### src/rtl/ictf_pkg.sv
// ----------------------------------------------------------------------------
// ictf_pkg: shared types and helpers for the IPv6 canonical text formatter
// Holds the stage payload structures, the "no run" code and the character
// helpers used by the pipeline stages.
// ----------------------------------------------------------------------------
package ictf_pkg;

  localparam int unsigned NumGroups = 8;
  localparam int unsigned GroupW    = 16;
  localparam int unsigned CharW     = 8;

  // Group index meaning that no zero run is collapsed.
  localparam logic [3:0] NoRun = 4'd8;

  localparam logic [CharW-1:0] CharColon = 8'h3A;

  // Result of the first stage: raw groups plus per-group summaries.
  typedef struct packed {
    logic [NumGroups-1:0][GroupW-1:0] grp;
    logic [NumGroups-1:0][1:0]        ndig;  // significant hex digits minus one
    logic [NumGroups-1:0]             zero;
  } scan_t;

  // Result of the second stage: what the character sequencer needs.
  typedef struct packed {
    logic [NumGroups-1:0][GroupW-1:0] grp;
    logic [NumGroups-1:0][1:0]        ndig;
    logic [3:0]                       run_start;  // NoRun when nothing collapses
    logic [3:0]                       run_end;    // first group after the run
  } item_t;

  // Lowercase ASCII hex digit.
  function automatic logic [CharW-1:0] hex_char(input logic [3:0] nib);
    logic [CharW-1:0] c;
    if (nib < 4'd10) begin
      c = 8'h30 + {4'h0, nib};
    end else begin
      c = 8'h57 + {4'h0, nib};
    end
    return c;
  endfunction

endpackage

### src/rtl/ictf_scan.sv
// ----------------------------------------------------------------------------
// ictf_scan: input stage
// Registers the eight groups together with a zero flag and the number of
// significant hex digits of each group.
// ----------------------------------------------------------------------------
module ictf_scan (
  input  logic                                               clk_i,
  input  logic                                               rst_ni,
  input  logic                                               in_valid_i,
  input  logic [ictf_pkg::NumGroups-1:0][ictf_pkg::GroupW-1:0] grp_i,
  output logic                                               in_ready_o,
  output logic                                               out_valid_o,
  input  logic                                               out_ready_i,
  output ictf_pkg::scan_t                                    out_o
);

  ictf_pkg::scan_t scan_d, scan_q;
  logic            valid_q;

  always_comb begin
    scan_d.grp = grp_i;
    for (int i = 0; i < ictf_pkg::NumGroups; i++) begin
      scan_d.zero[i] = (grp_i[i] == '0);
      if (grp_i[i][15:12] != 4'h0) begin
        scan_d.ndig[i] = 2'd3;
      end else if (grp_i[i][11:8] != 4'h0) begin
        scan_d.ndig[i] = 2'd2;
      end else if (grp_i[i][7:4] != 4'h0) begin
        scan_d.ndig[i] = 2'd1;
      end else begin
        scan_d.ndig[i] = 2'd0;
      end
    end
  end

  assign in_ready_o  = !valid_q || out_ready_i;
  assign out_valid_o = valid_q;
  assign out_o       = scan_q;

  always_ff @(posedge clk_i or negedge rst_ni) begin
    if (!rst_ni) begin
      valid_q <= 1'b0;
    end else if (in_ready_o) begin
      valid_q <= in_valid_i;
    end
  end

  always_ff @(posedge clk_i) begin
    if (in_ready_o && in_valid_i) begin
      scan_q <= scan_d;
    end
  end

endmodule

### src/rtl/ictf_run.sv
// ----------------------------------------------------------------------------
// ictf_run: zero-run stage
// Finds the first longest run of zero groups and keeps it only when it spans
// at least two groups.
// ----------------------------------------------------------------------------
module ictf_run (
  input  logic             clk_i,
  input  logic             rst_ni,
  input  logic             in_valid_i,
  input  ictf_pkg::scan_t  in_i,
  output logic             in_ready_o,
  output logic             out_valid_o,
  input  logic             out_ready_i,
  output ictf_pkg::item_t  out_o
);

  ictf_pkg::item_t item_d, item_q;
  logic            valid_q;

  always_comb begin
    logic [3:0] zrun_head;
    logic [3:0] cur_len;
    logic [3:0] long_head;
    logic [3:0] long_len;
    zrun_head = 4'd0;
    cur_len   = 4'd0;
    long_head = ictf_pkg::NoRun;
    long_len  = 4'd0;
    for (int i = 0; i < ictf_pkg::NumGroups; i++) begin
      if (in_i.zero[i]) begin
        if (cur_len == 4'd0) begin
          zrun_head = 4'(i);
        end
        cur_len = cur_len + 4'd1;
        if (cur_len > long_len) begin
          long_len  = cur_len;
          long_head = zrun_head;
        end
      end else begin
        cur_len = 4'd0;
      end
    end
    item_d.grp  = in_i.grp;
    item_d.ndig = in_i.ndig;
    if (long_len < 4'd2) begin
      item_d.run_start = ictf_pkg::NoRun;
      item_d.run_end   = ictf_pkg::NoRun;
    end else begin
      item_d.run_start = long_head;
      item_d.run_end   = long_head + long_len;
    end
  end

  assign in_ready_o  = !valid_q || out_ready_i;
  assign out_valid_o = valid_q;
  assign out_o       = item_q;

  always_ff @(posedge clk_i or negedge rst_ni) begin
    if (!rst_ni) begin
      valid_q <= 1'b0;
    end else if (in_ready_o) begin
      valid_q <= in_valid_i;
    end
  end

  always_ff @(posedge clk_i) begin
    if (in_ready_o && in_valid_i) begin
      item_q <= item_d;
    end
  end

`ifndef SYNTH
  // A collapsed run always covers two groups or more.
  a_run_min_len: assert property (@(posedge clk_i) disable iff (!rst_ni)
    (valid_q && item_q.run_start != ictf_pkg::NoRun) |->
      (item_q.run_end >= item_q.run_start + 4'd2))
    else $error("collapsed run shorter than two groups");
`endif

endmodule

### src/rtl/ictf_emit.sv
// ----------------------------------------------------------------------------
// ictf_emit: character sequencer
// Walks one address group by group and emits one ASCII character per cycle
// through a registered output.
// ----------------------------------------------------------------------------
module ictf_emit (
  input  logic                        clk_i,
  input  logic                        rst_ni,
  input  logic                        in_valid_i,
  input  ictf_pkg::item_t             in_item_i,
  output logic                        in_ready_o,
  output logic                        char_valid_o,
  output logic [ictf_pkg::CharW-1:0]  text_char_o,
  output logic                        last_char_o
);

  typedef enum logic [4:0] {
    StIdle   = 5'b00001,
    StSep    = 5'b00010,
    StDigit  = 5'b00100,
    StColon1 = 5'b01000,
    StColon2 = 5'b10000
  } state_e;

  typedef struct packed {
    state_e     state;
    logic [2:0] gi;
    logic [1:0] di;
    logic       done;
  } step_t;

  // Moves on to group g: collapsed run, separator first, or digits directly; past the last group it ends the address.
  function automatic step_t enter_group(input logic [3:0] g, input logic sep,
                                        input logic [3:0] run_start,
                                        input logic [1:0] ndig_g);
    step_t s;
    s.state = StIdle;
    s.gi    = g[2:0];
    s.di    = ndig_g;
    s.done  = 1'b0;
    if (g[3]) begin
      s.done = 1'b1;
    end else if (g == run_start) begin
      s.state = StColon1;
    end else if (sep) begin
      s.state = StSep;
    end else begin
      s.state = StDigit;
    end
    return s;
  endfunction

  state_e                     state_d, state_q;
  logic [2:0]                 gi_d, gi_q;
  logic [1:0]                 di_d, di_q;
  ictf_pkg::item_t            item_q;
  step_t                      step;
  step_t                      load;
  logic [3:0]                 gi_next;
  logic                       take;
  logic [ictf_pkg::GroupW-1:0] grp_sel;
  logic [3:0]                 nib;
  logic [ictf_pkg::CharW-1:0] char_d, char_q;
  logic                       char_valid_q;
  logic                       last_d, last_q;

  always_comb begin
    gi_next = {1'b0, gi_q} + 4'd1;
    step    = '{state: StIdle, gi: gi_q, di: di_q, done: 1'b1};
    case (state_q)
      StSep: begin
        step = '{state: StDigit, gi: gi_q, di: item_q.ndig[gi_q], done: 1'b0};
      end
      StDigit: begin
        if (di_q != 2'd0) begin
          step = '{state: StDigit, gi: gi_q, di: di_q - 2'd1, done: 1'b0};
        end else begin
          step = enter_group(gi_next, 1'b1, item_q.run_start,
                             item_q.ndig[gi_next[2:0]]);
        end
      end
      StColon1: begin
        step = '{state: StColon2, gi: gi_q, di: di_q, done: 1'b0};
      end
      StColon2: begin
        step = enter_group(item_q.run_end, 1'b0, item_q.run_start,
                           item_q.ndig[item_q.run_end[2:0]]);
      end
      default: begin
        step = '{state: StIdle, gi: gi_q, di: di_q, done: 1'b1};
      end
    endcase

    load = enter_group(4'd0, 1'b0, in_item_i.run_start, in_item_i.ndig[0]);
    take = in_valid_i && step.done;

    if (take) begin
      state_d = load.state;
      gi_d    = load.gi;
      di_d    = load.di;
    end else if (step.done) begin
      state_d = StIdle;
      gi_d    = gi_q;
      di_d    = di_q;
    end else begin
      state_d = step.state;
      gi_d    = step.gi;
      di_d    = step.di;
    end
  end

  always_comb begin
    grp_sel = item_q.grp[gi_q];
    nib     = grp_sel[{di_q, 2'b00} +: 4];
    case (state_q)
      StDigit:  char_d = ictf_pkg::hex_char(nib);
      StSep:    char_d = ictf_pkg::CharColon;
      StColon1: char_d = ictf_pkg::CharColon;
      StColon2: char_d = ictf_pkg::CharColon;
      default:  char_d = '0;
    endcase
    last_d = step.done && (state_q != StIdle);
  end

  assign in_ready_o   = step.done;
  assign char_valid_o = char_valid_q;
  assign text_char_o  = char_q;
  assign last_char_o  = last_q;

  always_ff @(posedge clk_i or negedge rst_ni) begin
    if (!rst_ni) begin
      state_q      <= StIdle;
      char_valid_q <= 1'b0;
      last_q       <= 1'b0;
    end else begin
      state_q      <= state_d;
      char_valid_q <= (state_q != StIdle);
      last_q       <= last_d;
    end
  end

  always_ff @(posedge clk_i) begin
    gi_q   <= gi_d;
    di_q   <= di_d;
    char_q <= char_d;
    if (take) begin
      item_q <= in_item_i;
    end
  end

`ifndef SYNTH
  // The digit position never exceeds the significant digits of the group.
  a_digit_range: assert property (@(posedge clk_i) disable iff (!rst_ni)
    (state_q == StDigit) |-> (di_q <= item_q.ndig[gi_q]))
    else $error("digit position beyond significant digits");

  // The double colon is always emitted as a pair.
  a_colon_pair: assert property (@(posedge clk_i) disable iff (!rst_ni)
    (state_q == StColon1) |=> (state_q == StColon2))
    else $error("double colon broken");

  // A character transfer follows a cycle spent on an address.
  a_strobe_src: assert property (@(posedge clk_i) disable iff (!rst_ni)
    char_valid_q |-> $past(state_q != StIdle))
    else $error("character strobe without active address");
`endif

endmodule

### src/rtl/ipv6_canonical_text_formatter.sv
// ----------------------------------------------------------------------------
// ipv6_canonical_text_formatter: IPv6 address to canonical text
// Three-stage pipeline that turns one 128-bit address into its compressed
// lowercase hex text, one ASCII character per cycle.
// ----------------------------------------------------------------------------
// Usage:
//   An address transfer takes place at a rising edge where start is high and
//   busy is low; group_0_i .. group_7_i carry the eight groups, group_0_i
//   first. The text leaves as a stream of characters: char_valid_o marks a
//   cycle that holds one character on text_char_o, and last_char_o marks the
//   final character of an address. Every marked cycle is a transfer; the
//   receiver has no way to hold characters off.
//   Stages: the scan stage registers the groups with zero flags and digit
//   counts, the run stage picks the first longest zero run (two groups or
//   more), and the sequencer walks the address one character per cycle into
//   an output register.
//   Path: an address passes the scan register and the run register, waits
//   for the sequencer to take it, and leaves through the output register.
//   Overlap: an address yields 2 to 39 characters and holds the character
//   sequencer until its last character is out. The next address enters
//   the scan and run stages while the current text is still being emitted,
//   and the sequencer starts it right after the last character, so the
//   texts follow each other without a gap. busy rises only when both
//   stages already hold waiting work.
//   Reset empties all stages and clears the character strobe.
module ipv6_canonical_text_formatter (
  input  logic                        clk_i,
  input  logic                        rst_ni,
  input  logic                        start,
  output logic                        busy,
  input  logic [ictf_pkg::GroupW-1:0] group_0_i,
  input  logic [ictf_pkg::GroupW-1:0] group_1_i,
  input  logic [ictf_pkg::GroupW-1:0] group_2_i,
  input  logic [ictf_pkg::GroupW-1:0] group_3_i,
  input  logic [ictf_pkg::GroupW-1:0] group_4_i,
  input  logic [ictf_pkg::GroupW-1:0] group_5_i,
  input  logic [ictf_pkg::GroupW-1:0] group_6_i,
  input  logic [ictf_pkg::GroupW-1:0] group_7_i,
  output logic                        char_valid_o,
  output logic [ictf_pkg::CharW-1:0]  text_char_o,
  output logic                        last_char_o
);

  logic [ictf_pkg::NumGroups-1:0][ictf_pkg::GroupW-1:0] grp_in;

  logic            scan_ready;
  logic            scan_valid;
  ictf_pkg::scan_t scan_data;
  logic            run_ready;
  logic            run_valid;
  ictf_pkg::item_t run_item;
  logic            emit_ready;

  // Index 0 holds the first group.
  assign grp_in = {group_7_i, group_6_i, group_5_i, group_4_i,
                   group_3_i, group_2_i, group_1_i, group_0_i};

  assign busy = !scan_ready;

  ictf_scan u_scan (
    .clk_i       (clk_i),
    .rst_ni      (rst_ni),
    .in_valid_i  (start),
    .grp_i       (grp_in),
    .in_ready_o  (scan_ready),
    .out_valid_o (scan_valid),
    .out_ready_i (run_ready),
    .out_o       (scan_data)
  );

  ictf_run u_run (
    .clk_i       (clk_i),
    .rst_ni      (rst_ni),
    .in_valid_i  (scan_valid),
    .in_i        (scan_data),
    .in_ready_o  (run_ready),
    .out_valid_o (run_valid),
    .out_ready_i (emit_ready),
    .out_o       (run_item)
  );

  ictf_emit u_emit (
    .clk_i        (clk_i),
    .rst_ni       (rst_ni),
    .in_valid_i   (run_valid),
    .in_item_i    (run_item),
    .in_ready_o   (emit_ready),
    .char_valid_o (char_valid_o),
    .text_char_o  (text_char_o),
    .last_char_o  (last_char_o)
  );

`ifndef SYNTH
  // An address waiting in the run stage is not dropped before the sequencer
  // takes it.
  a_run_hold: assert property (@(posedge clk_i) disable iff (!rst_ni)
    (run_valid && !emit_ready) |=> run_valid)
    else $error("pending address lost before the sequencer took it");
`endif

endmodule

### config.mk
export PLATFORM = sky130hd
export DESIGN_NAME = ipv6_canonical_text_formatter
export DESIGN_NICKNAME = d
export VERILOG_FILES = /design/src/rtl/ictf_pkg.sv /design/src/rtl/ictf_scan.sv /design/src/rtl/ictf_run.sv /design/src/rtl/ictf_emit.sv /design/src/rtl/ipv6_canonical_text_formatter.sv
export SDC_FILE = /design/constraint.sdc
export NUM_CORES = 1
export LEC_CHECK = 0
export BUFFER_PORTS_ARGS = -buffer_cell sky130_fd_sc_hd__buf_2
export CORE_MARGIN = 2
export CORE_UTILIZATION = 41
export CTS_CLUSTER_SIZE = 16
export DETAILED_ROUTE_END_ITERATION = 6
export GPL_TIMING_DRIVEN = 0
export PLACE_DENSITY_LB_ADDON = 0.15
export SLEW_MARGIN = 5
export SYNTH_ARGS = -nofsm -noshare
export SYNTH_HDL_FRONTEND = slang
export SYNTH_SLANG_ARGS = --single-unit
### constraint.sdc
create_clock -name clk_i -period 14.6 [get_ports clk_i]
set_clock_uncertainty 0.05 [all_clocks]
set_input_delay 0.73 -clock clk_i [delete_from_list [all_inputs] [get_ports clk_i]]
set_output_delay 0.73 -clock clk_i [all_outputs]
set_load 0.02 [all_outputs]
# Yosys cells after proc, flatten, opt, wreduce, memory -nomap -nowiden

Cells that the tools add are included.

Flip-flop bits (word level): 478
Bits of input ports: 131
Output and inout port bits: 11
Word-level logic and storage cells: 263

Add/subtract/negate cells: 12
$lt $le $gt $ge: 12
Equal/unequal tests: 10
Shift-type cells: 1
Multiplexer cells: 93
Bitwise gates (word level): 3
Reductions and logical operators: 63

Operator list:

| operator            | number |
|---|---|
| $mux 4              | 56 |
| $logic_not 16->1    | 8 |
| $reduce_bool 4->1   | 25 |
| $bmux 16 s3         | 1 |
| $pmux 11 s4         | 1 |
| $logic_not 4->1     | 8 |
| $add 4x1->4 const B | 6 |
| $gt 4x4->1          | 6 |
| $mux 5              | 4 |
| $mux 1              | 19 |
| $bmux 2 s3          | 3 |
| $mux 16             | 1 |
| $pmux 8 s2          | 1 |
| $reduce_or 2->1     | 8 |
| $shiftx 16x5->4     | 1 |
| $lt 3x4->1 const B  | 3 |
| $mux 11             | 1 |
| $mux 2              | 5 |
| $add 7x4->8 const A | 1 |
| $eq 4x4->1          | 2 |
| $mux 8              | 1 |
| $add 6x4->7 const A | 1 |
| $eq 5x2->1 const B  | 1 |
| $eq 5x3->1 const B  | 1 |
| other kinds (20)    | 30 |

# Longest topological paths before layout

Word-level depth: 24
Mapped depth: 51
Gate-level depth less buffers: 49

# Cells and area by module

Synthesis repeated with hierarchy kept, for this count alone.

Cells, all modules: 1039
Area, all modules: 18794.3 um^2

By module, submodules not included:

| module                        | times used | cells an instance | area each (um^2) | seq. area each (um^2) |
|---|---|---|---|---|
| ictf_emit                     | 1          | 386               | 7176.9           | 5001.0 |
| ictf_run                      | 1          | 432               | 6605.1           | 4589.4 |
| ictf_scan                     | 1          | 220               | 5008.6           | 4589.4 |
| ipv6_canonical_text_formatter | 1          | 1                 | 3.8              | 0.0 |

# Worst setup path after synthesis

No wires, ideal clock.

Path type: register -> register
Start point: reg u_emit.gi_q[0]
End point: reg u_emit.state_q[3]
Library setup time: 0.101 ns
Data arrival time: 10.001 ns
Required time: 14.449 ns
Slack: 4.448 ns
Cell stages (with the launch flop): 9
Buffers on the path: 4
Clock period less this slack: 10.152 ns
Cell sequence: dfxtp_1 buf_2 buf_1 clkbuf_1 clkbuf_1 and3_1 a221oi_1 nor2_1 a221o_1

RTL lines:

| item                     | line             | source |
|---|---|---|
| start: declaration       | ictf_emit.sv:54  | `logic [2:0] gi_d, gi_q;` |
| start signal: assignment | ictf_emit.sv:143 | `gi_q <= gi_d;` |
| $add 3x1->4              | ictf_emit.sv:68  | `gi_next = {1'b0, gi_q} + 4'd1;` |
| $mux 1                   | ictf_emit.sv:41  | `if (g[3]) begin` |
| $mux 11                  | ictf_emit.sv:75  | `if (di_q != 2'd0) begin` |
| $pmux 11 s4              | ictf_emit.sv:70  | `case (state_q)` |
| $logic_and 1x1->1        | ictf_emit.sv:95  | `take = in_valid_i && step.done;` |
| net u_emit.take          | ictf_emit.sv:60  | `logic take;` |
| $mux 5                   | ictf_emit.sv:97  | `if (take) begin` |
| net u_emit.state_d[3]    | ictf_emit.sv:53  | `state_e state_d, state_q;` |
| end signal: assignment   | ictf_emit.sv:132 | `state_q <= StIdle;` |
| end signal: assignment   | ictf_emit.sv:136 | `state_q <= state_d;` |
| end: declaration         | ictf_emit.sv:53  |  |

The timed path passes the listed nets, and every way through them passes these cells. The select of a mux whose other input is x is not followed.
A chain may end at the register's enable or synchronous reset.

# Worst setup path in the final report

Start point: reg u_scan.scan_q (netlist bit u_scan.out_o[0])
End point: reg u_run.item_q (netlist bit u_run.out_o[3]), data pin

Word-level cells in the longest chain between the ends: 24

RTL lines:

| item                                      | line                           | source |
|---|---|---|
| start: declaration                        | ictf_scan.sv:17                | `ictf_pkg::scan_t scan_d, scan_q;` |
| start signal: assignment                  | ictf_scan.sv:50                | `scan_q <= scan_d;` |
| $mux 1                                    | ictf_run.sv:30                 | `if (in_i.zero[i]) begin` |
| $add 1x1->2                               | ictf_run.sv:34                 | `cur_len = cur_len + 4'd1;` |
| $gt 4x1->1                                | ictf_run.sv:35                 | `if (cur_len > long_len) begin` |
| $mux 4                                    | ictf_run.sv:35                 |  |
| $mux 4                                    | ictf_run.sv:30                 |  |
| $gt 4x4->1                                | ictf_run.sv:35                 |  |
| $mux 4                                    | ictf_run.sv:35                 |  |
| $mux 4                                    | ictf_run.sv:30                 |  |
| [8 not listed]                            | -                              |  |
| $mux 4                                    | ictf_run.sv:30                 |  |
| $gt 4x4->1                                | ictf_run.sv:35                 |  |
| $mux 4                                    | ictf_run.sv:35                 |  |
| $mux 4                                    | ictf_run.sv:30                 |  |
| $gt 4x4->1                                | ictf_run.sv:35                 |  |
| $mux 4                                    | ictf_run.sv:35                 |  |
| $mux 4                                    | ictf_run.sv:30                 |  |
| $add 4x4->4 or $lt 4x2->1 (tied branches) | ictf_run.sv:50, ictf_run.sv:45 |  |
| end signal: assignment                    | ictf_run.sv:68                 | `item_q <= item_d;` |
| end: declaration                          | ictf_run.sv:17                 | `ictf_pkg::item_t item_d, item_q;` |

Parallel ways exist; a longest one is shown, timed or not. The select of a mux whose other input is x is not followed.

==> summary.md <==
| Metric | Value |
|---|---|
| Sink Count | 477 |
| Startpoint Class | register |
| Post-Route WL | 37,800 µm |
| FF+latch count, synth | 477 |
| DRC violations left | 0 |
| Antenna Cells | 0 |
| H-Tree Depth | 2 |
| Die footprint | 47,000 µm² |
| Final period util | 0.816 |
| Critical path peak fanout | 10 |
| Rel. slew slack | 0.217 |
| CTS resizes | 0 |
| Achievable frequency | 83.9 MHz |
| Area grow syn2layout | 17.6% |
| CP Data Arrival Time | 12.17 ns |
| FILL cells | 3,719 |
| EDFF count, synth | 458 |
| Final min period | 11.91 ns |
| Final hold viol count | 0 |
| Kind of critical path | reg2reg |
| Max clock buf depth | 3 |
| Largest net degree at the start of global routing | 66 |
| TritonRoute pass-1 iters | 5 |
| PD cells | 243 nW/µm² |
| Layout Cells excl Fill | 1,840 |
| Final GP Congestion | 0.798 |
| Chip Width | 217 µm |
| Ys flop type | edfxtp_1 |
| Unique masters post-synth | 83 |
| CTS tree | yes |
| Synth Warn # | 0 |
| GRT Residual Overflow | 0 |
| Slowest stage delay, CP | 0.62 ns |
| IO Pins | 142 |
| Cells after Synth | 1,013 |
| R2r setup slk | 2.69 ns |
| Clk pin slew, worst setup/hold paths | 0.06 ns |
| HP Class | in2reg |
| Drt wl/cell | 20.6 µm |
| Mean area per synthesized cell | 18.3 µm² |
| Crit path required time | 14.86 ns |
| Area of the multi-input gates | 4100 µm² |
| Buf+Inv Stages, Crit Path | 9 |
| Setup tns final | 0 ns |
| Ratio of cells with drive above 1 in the final layout | 0.243 |
| TritonCTS Buffers | 45 |
| Slew Limit Fails | 0 |
| FFs w/ async S/R, synth | 0.0189 |
| Post-Syn Nets | 1,179 |
| Cell Rows | 77 |
| Post-synthesis sequential area ratio | 0.765 |
| Critical-path top delay cell | o211ai_1 |
| Peak supply drop | 0.125 mV |
| Max-cap check violation count | 0 |
| Status | finished clean |
| IO buf count | 140 |
| Vias per inst | 5.10 |
| Antenna violations before repair | 0 |
| Detailed Route Iter0 Violations | 840 |
| RSZ-0062 raised after global routing | no |
| Crit-path most repeated cell | ha_1 |
| GRT Total Usage | 0.164 |
| Number of global-route vias before repair | 9,425 |
| Final ANT Viol Nets | 0 |
| Global-route wire length before repair | 57,100 µm |
| Static Leak | 7.56 nW |
| Delay-heaviest family, CP | compound AO/OA/AOI/OAI gates |
| Worst slew pin tran | 1.17 ns |
| CTS Root Cell | clkbuf_16 |
| Final setup vio count | 0 |
| Crit. End Element | register |
| Inst Count DP | 1,755 |
| Total number of vias | 9,385 |
| Worst-skew pair later-pin latency | 0.56 ns |
| Initial Util | 0.418 |
| Die Span Y | 217 µm |
| Register Area | 14,200 µm² |
| Final nets | 1,377 |
| Post-synthesis cell area | 18,500 µm² |
| DP Wirelength | 27,300 µm |
| Core box area | 44,400 µm² |
## flip-flops by register name, summed over array words and instances, names as in the netlist
| signal | flops |
|---|---|
| u_emit.item_q | 152 |
| u_run.out_o | 152 |
| u_scan.out_o | 152 |
| u_emit.text_char_o | 7 |
| u_emit.state_q | 5 |
| u_emit.gi_q | 3 |
| u_emit.di_q | 2 |
| u_emit.char_valid_o | 1 |
| u_emit.last_char_o | 1 |
| u_run.out_valid_o | 1 |
| u_scan.out_valid_o | 1 |
## cells by family (layout without fill, tap and decap cells)
kind of cell / after synthesis / count (layout) / share of synthesized area
adder cells (fa/ha/maj): 35 / 35 / 0.0240
buffers and inverters: 65 / 300 / 0.0148
other: 1 / 1 / 0.000202
XOR/XNOR: 20 / 20 / 0.0103
AO/OA/AOI/OAI: 112 / 112 / 0.0426
flip-flops: 477 / 477 / 0.765
multiplexers: 78 / 78 / 0.0789
AND/OR/NAND/NOR: 225 / 225 / 0.0647
## per-layer routing
layer,GRT usage,up-vias,routed length [µm]
li1,-,4438,-
met1,0.237,4620,17500
met2,0.256,273,17400
met3,0.0313,54,2200
met4,0.0427,0,752
met5,0,-,0
## Yosys cell counts, types with 2 or more instances
master     count  area share
xnor2_1        9      0.0043
a31o_2         2     0.00094
o21a_1         4      0.0016
buf_4          2     0.00081
nor2_1        38      0.0077
buf_1          3     0.00061
o2111ai_1      4      0.0019
dfrtp_1        8       0.011
nand3b_1       4      0.0016
or4_1         17      0.0069
o211ai_1       5      0.0020
a21o_1         9      0.0036
a21oi_1       19      0.0051
a32oi_1        2     0.00094
and3_1         8      0.0027
and2_1         9      0.0030
a21boi_1       3      0.0012
inv_1         34      0.0069
mux4_2        52       0.063
o22ai_1        3      0.0010
nor4_1        20      0.0067
a22oi_1        2     0.00081
mux2i_1       15      0.0081
xor2_1         9      0.0043
a221oi_1       2     0.00094
or3_1          2     0.00067
nand4_1        4      0.0013
nand2_1       57       0.012
nand2b_1      10      0.0034
nor3_1        22      0.0059
nor2b_1        9      0.0030
a31oi_1        8      0.0027
clkbuf_1      20      0.0040
ha_1          34       0.023
nand3_1       10      0.0027
and4_1         2     0.00094
or2_1          2     0.00067
mux2_2         8      0.0049
o21ai_0       30      0.0081
dfxtp_1       10       0.011
buf_2          3     0.00081
edfxtp_1     458        0.74
## metrics by stage
stage	util	power [W]	hold WS [ns]	cell area, µm²	worst slack [ns]
floorplan	-	0.00368	0.350	18500	4.45
global placement	0.450	0.00418	0.350	20000	-0.846
detailed placement	0.456	0.00416	0.355	20300	2.76
CTS	0.491	0.00538	0.285	21800	2.68
global route	0.491	0.00563	0.288	21800	1.53
finish	0.491	0.00531	0.310	21800	2.69
## final timing paths
kind | startpoint | endpoint | cells after the start
min in group asynchronous | rst_ni | u_emit.state_q[1] | 2
min reg2reg | u_scan.out_o[15] | u_run.out_o[15] | 0
max reg2reg | u_scan.out_o[0] | u_run.out_o[3] | 48
max in group asynchronous | rst_ni | u_emit.state_q[0] | 2
min | group_5_i[7] | u_scan.out_o[111] | 1
max | u_scan.out_o[0] | u_run.out_o[3] | 48
## report_power, final
group          total (W)  internal [W]  switching, W
clock network    0.00121      0.000730      0.000482
logic            0.00160      0.000616      0.000979
registers        0.00250       0.00234      0.000162
## area by class of cell
type / count / area share
buffer: 30 / 0.00660
tap: 592 / 0.0340
timing repair buffer: 151 / 0.0442
clock inverter: 28 / 0.0155
multi-input combinational: 471 / 0.188
sequential: 477 / 0.650
inverter: 35 / 0.00602
clock buffer: 56 / 0.0555
## cells in the final DEF (no fill, tap or decap), drive strengths merged, types with 5 or more instances in the layout
cell type | netlist | layout
a21o | 9 | 9
a21oi | 19 | 19
a31oi | 8 | 8
and2 | 10 | 10
and3 | 9 | 9
buf | 10 | 160
bufinv | 0 | 8
clkbuf | 20 | 76
clkinv | 0 | 16
dfrtp | 8 | 8
dfxtp | 10 | 10
edfxtp | 458 | 458
ha | 34 | 34
inv | 35 | 36
mux2 | 9 | 9
mux2i | 17 | 17
mux4 | 52 | 52
nand2 | 57 | 57
nand2b | 10 | 10
nand3 | 11 | 11
nor2 | 38 | 38
nor2b | 9 | 9
nor3 | 22 | 22
nor4 | 21 | 21
o211ai | 5 | 5
o21ai | 31 | 31
or4 | 17 | 17
xnor2 | 10 | 10
xor2 | 10 | 10
## repair_timing
| action | in CTS | in global routing |
|---|---|---|
| hold buffers | 1 | 0 |
| setup endpoints to repair | 0 | 0 |
| endpoints found under the hold margin | 8 | 0 |
| setup buffers | 0 | 0 |
Power figures use the tool's default switching activity.
